$ cat src/hdl/salc_pkg.sv
package salc_pkg;

  localparam int STAMP_W = 32;
  localparam int COUNT_W = 32;
  localparam int WAY_IDX_W = 5;
  localparam int CFG_INDEX_W = 2;
  localparam int CFG_DATA_W = 8;

  localparam logic [CFG_INDEX_W-1:0] CFG_SET_BITS = 2'd0;
  localparam logic [CFG_INDEX_W-1:0] CFG_BLOCK_BITS = 2'd1;
  localparam logic [CFG_INDEX_W-1:0] CFG_WAYS_IN_USE = 2'd2;

  localparam logic [1:0] EVICT_NONE = 2'd0;
  localparam logic [1:0] EVICT_CLEAN = 2'd1;
  localparam logic [1:0] EVICT_DIRTY = 2'd2;

  typedef enum logic [1:0] {
    ST_CLEAR,
    ST_IDLE,
    ST_READ,
    ST_WRITE
  } state_t;

  typedef struct packed {
    logic        op;
    logic [63:0] addr;
  } request_t;

  typedef struct packed {
    logic               hit;
    logic [1:0]         eviction;
    logic [2:0]         way_used;
    logic [63:0]        victim_tag;
    logic [COUNT_W-1:0] hits_total;
    logic [COUNT_W-1:0] misses_total;
    logic [COUNT_W-1:0] clean_evictions_total;
    logic [COUNT_W-1:0] dirty_evictions_total;
  } result_t;

  // Outcome of the tag compare and replacement choice for one set.
  typedef struct packed {
    logic                 hit;
    logic                 replace;
    logic [WAY_IDX_W-1:0] way;
  } decision_t;

endpackage

$ cat src/hdl/salc_way_select.sv
module salc_way_select
  import salc_pkg::*;
#(
  parameter int MAX_WAYS = 8,
  parameter int ADDR_WIDTH = 64
) (
  input  logic [MAX_WAYS-1:0]                 way_en,
  input  logic [MAX_WAYS-1:0]                 valid,
  input  logic [MAX_WAYS-1:0][ADDR_WIDTH-1:0] tags,
  input  logic [MAX_WAYS-1:0][STAMP_W-1:0]    stamps,
  input  logic [ADDR_WIDTH-1:0]               tag,
  output decision_t                           decision
);

  localparam int LVL = (MAX_WAYS > 1) ? $clog2(MAX_WAYS) : 0;
  localparam int LEAVES = 1 << LVL;
  localparam int PAD_W = LEAVES * STAMP_W;

  logic [MAX_WAYS-1:0]              live;
  logic [LEAVES-1:0]                cand_pad;
  logic [LEAVES-1:0][STAMP_W-1:0]   stamp_pad;
  logic                             node_ok [1:2*LEAVES-1];
  logic [STAMP_W-1:0]               node_stamp [1:2*LEAVES-1];
  logic [WAY_IDX_W-1:0]             node_way [1:2*LEAVES-1];
  logic                             found;
  logic [WAY_IDX_W-1:0]             found_way;
  logic                             has_empty;
  logic [WAY_IDX_W-1:0]             empty_way;

  assign live = way_en & valid;
  assign cand_pad = LEAVES'(live);
  assign stamp_pad = PAD_W'(stamps);

  // Lowest matching way and lowest free way; scanning downward lets the lowest win.
  always_comb begin
    found = 1'b0;
    found_way = '0;
    has_empty = 1'b0;
    empty_way = '0;
    for (int w = MAX_WAYS - 1; w >= 0; w--) begin
      if (live[w] && tags[w] == tag) begin
        found = 1'b1;
        found_way = WAY_IDX_W'(w);
      end
      if (way_en[w] && !valid[w]) begin
        has_empty = 1'b1;
        empty_way = WAY_IDX_W'(w);
      end
    end
  end

  // Minimum-stamp tree; on equal stamps the left (lower) way is kept.
  always_comb begin
    for (int i = 0; i < LEAVES; i++) begin
      node_ok[LEAVES + i] = cand_pad[i];
      node_stamp[LEAVES + i] = stamp_pad[i];
      node_way[LEAVES + i] = WAY_IDX_W'(i);
    end
    for (int n = LEAVES - 1; n >= 1; n--) begin
      if (node_ok[2*n+1] && (!node_ok[2*n] || node_stamp[2*n+1] < node_stamp[2*n])) begin
        node_ok[n] = 1'b1;
        node_stamp[n] = node_stamp[2*n+1];
        node_way[n] = node_way[2*n+1];
      end else begin
        node_ok[n] = node_ok[2*n];
        node_stamp[n] = node_stamp[2*n];
        node_way[n] = node_way[2*n];
      end
    end
  end

  always_comb begin
    decision.hit = found;
    decision.replace = !found && !has_empty;
    if (found) begin
      decision.way = found_way;
    end else if (has_empty) begin
      decision.way = empty_way;
    end else begin
      decision.way = node_way[1];
    end
  end

endmodule

$ cat config.mk
export PLATFORM = sky130hd
export DESIGN_NAME = salc_way_select
export DESIGN_NICKNAME = d
export VERILOG_FILES = /design/src/hdl/salc_pkg.sv /design/src/hdl/salc_way_select.sv
export SDC_FILE = /design/constraint.sdc
export NUM_CORES = 1
export LEC_CHECK = 0
export ABC_CLOCK_PERIOD_IN_PS = 15000
export BUFFER_PORTS_ARGS = -buffer_cell sky130_fd_sc_hd__buf_2
export CORE_AREA = 2 2 330 332
export DETAILED_ROUTE_END_ITERATION = 6
export DIE_AREA = 0 0 332 334
export SYNTH_ARGS = -nofsm -noshare
export SYNTH_HDL_FRONTEND = slang
export SYNTH_SLANG_ARGS = --single-unit
export TNS_END_PERCENT = 100
$ cat constraint.sdc
create_clock -name vclk -period 15
set_clock_uncertainty 0.1 [all_clocks]
set_input_delay 3 -clock vclk [all_inputs]
set_output_delay 3 -clock vclk [all_outputs]
set_load 0.03 [all_outputs]
==> run metrics <==
status finished, final reports clean; vias 19700; num rows 121; Sw Ratio 60.8%; Synth area leader ha_1; # DRC 0; seq_cells 0; 1st-iter DRT viols 1589; Max Clock Freq 68.8 MHz; clock power share 0%; CP Class input pin to output pin; mapped cell area 14000 sq um; Int Pwr 315 uW; Synth area leaders ha_1 19%, xnor2_1 14%, xor2_1 11%; Min-Delay Path Class input pin to output pin; GPL Wtd Cong 0.990; total power 805 uW; Worst-Margin Slew 1050 ps; die height 334 um; fin worst setup slack 463 ps; post-synth top area share 19.4%; Final nets 3810; share of layout cells above drive strength 1 36.1%; Max rail drop VDD 0.0220 mV; LEAKAGE 9.68 nW; slew margin rel. 29.1%; Mapped Cells 1948; Avg WL per Cell 34.0 um; final hold violation count 0; first-pass GRT wire length 180000 um; most used cell, CP ha_1; Tmin final 14540 ps; Worst Setup Start Kind input pin; initial antenna violation count 128; CP max stage cell or4_1; Ys Warns 0; WL final 143000 um; CORE AREA 108000 sq um; number of slew-limit violations in the final report 0; Flop pwr share 0%; number of max-cap violations 0; Psw 489 uW; TNS Setup 0 ps; crit-path max FO 31; Buf/Inv on CP 5; pwr/cell area 39.9 nW/um^2; Initial DRT Pass Iterations 5; list of most frequent post-synthesis cells 224 x xnor2_1, 217 x ha_1, 198 x inv_1, 181 x xor2_1, 107 x a21oi_1; Avg Cell Area, Syn 7.19 sq um; # IOs 855; Initial Util 13.0%; CP Data Required Time 11900 ps; register area share after synthesis 0%; pin count of the biggest net entering global routing 48; Synth cell types 79; Final Cycle Share 96.9%; Register Area 0 sq um; critical path's largest stage delay 540 ps; clock buffers 0; final global-route overflow total 0; I/O Buffers 853; Critical Path Sink Type output pin; most common cell in the netlist xnor2_1; delay-heaviest family, CP compound AO/OA/AOI/OAI gates; RSZ-0062 raised after global routing no; GRT Overall Usage 24.5%; Comb pwr share 100.0%; post-route ant nets 0; Die ar. 111000 sq um; DR vias/cell 4.69; vias in the first global route 19000; Detailed Place HPWL 128000 um; endpoints failing setup 0; pre-CTS setup slack 106 ps; Die Wd 332 um; FILL cells 12400; Syn-to-layout area delta 43.9%; Critical Path AT 11440 ps
-- power by group through the flow --
stage                     logic [mW]  clock network [mW]  registers (mW)
after floorplan                0.402                   0               0
after global placement         0.788                   0               0
after detailed placement       0.790                   0               0
after CTS                      0.796                   0               0
after global routing           0.862         0.000000154               0
final                          0.805         0.000000329               0
-- repair_timing --
item                       CTS  global route
setup endpoints to repair    0             3
resized for setup            0             9
buffers inserted             0             0
hold buffers                 0             0
-- per-layer routing --
| metal | GRT usage, % | share of wire [%] |
|---|---|---|
| met1 | 27.8 | 38 |
| met2 | 43.9 | 49 |
| met3 | 5.47 | 8.3 |
| met4 | 9.99 | 5.2 |
| met5 | 0 | 0.15 |
-- kinds of logic (layout without fill, tap and decap cells) --
logic type / count (synthesis) / after routing / share of synthesized area, %
XOR/XNOR: 405 / 405 / 25.3
buffers and inverters: 298 / 1092 / 8.32
adder cells (fa/ha/maj): 217 / 217 / 19.4
AND/OR/NAND/NOR: 480 / 480 / 18.3
multiplexers: 95 / 95 / 7.35
other: 1 / 44 / 0.0268
AO/OA/AOI/OAI: 452 / 452 / 21.3
-- final timing paths --
check | from | endpoint | slack (ps) | depth (start not counted)
setup / recovery | stamps[94] | decision[0] | 460 | 32
hold / removal | way_en[7] | decision[5] | 6600 | 6
-- stage by stage --
step	hold WS [ps]	utilization, %	cells	instance area (sq um)
global placement	6580	18.6	4157	20000
finish	6600	18.7	4199	20100
global route	6670	18.6	4174	20100
floorplan	6260	-	1949	14000
detailed placement	6600	18.6	4157	20000
CTS	6600	18.6	4157	20000
-- cell type report --
class | instances | area [sq um] | area share [%]
Timing Repair Buffer | 893 | 4620 | 22.9
Tap cell | 1414 | 1770 | 8.78
Antenna cell | 42 | 105 | 0.522
Multi-Input combinational cell | 1651 | 12900 | 64.1
Inverter | 199 | 747 | 3.71
-- layout by cell type (no fill, tap or decap), drive strengths merged, types with 5 or more instances in the layout --
cell	synthesis	layout
xor2	181	181
o21a	37	37
ha	217	217
nand4	99	99
inv	198	198
o22ai	32	32
a221oi	21	21
o2bb2ai	21	21
a22o	12	12
a2111oi	11	11
nor2	78	78
and4	9	9
a21boi	5	5
mux2i	32	32
o211ai	8	8
a31oi	6	6
nor4	69	69
buf	18	893
nand3	25	25
mux2	63	63
nor2b	22	22
a21o	22	22
diode	0	42
and3	11	11
o2111ai	8	8
xnor2	224	224
nand2	103	103
nand2b	19	19
a211oi	13	13
nor3	21	21
o21ai	109	109
and2	6	6
a21oi	108	108
No activity file was read; power rests on OpenSTA's default activity.
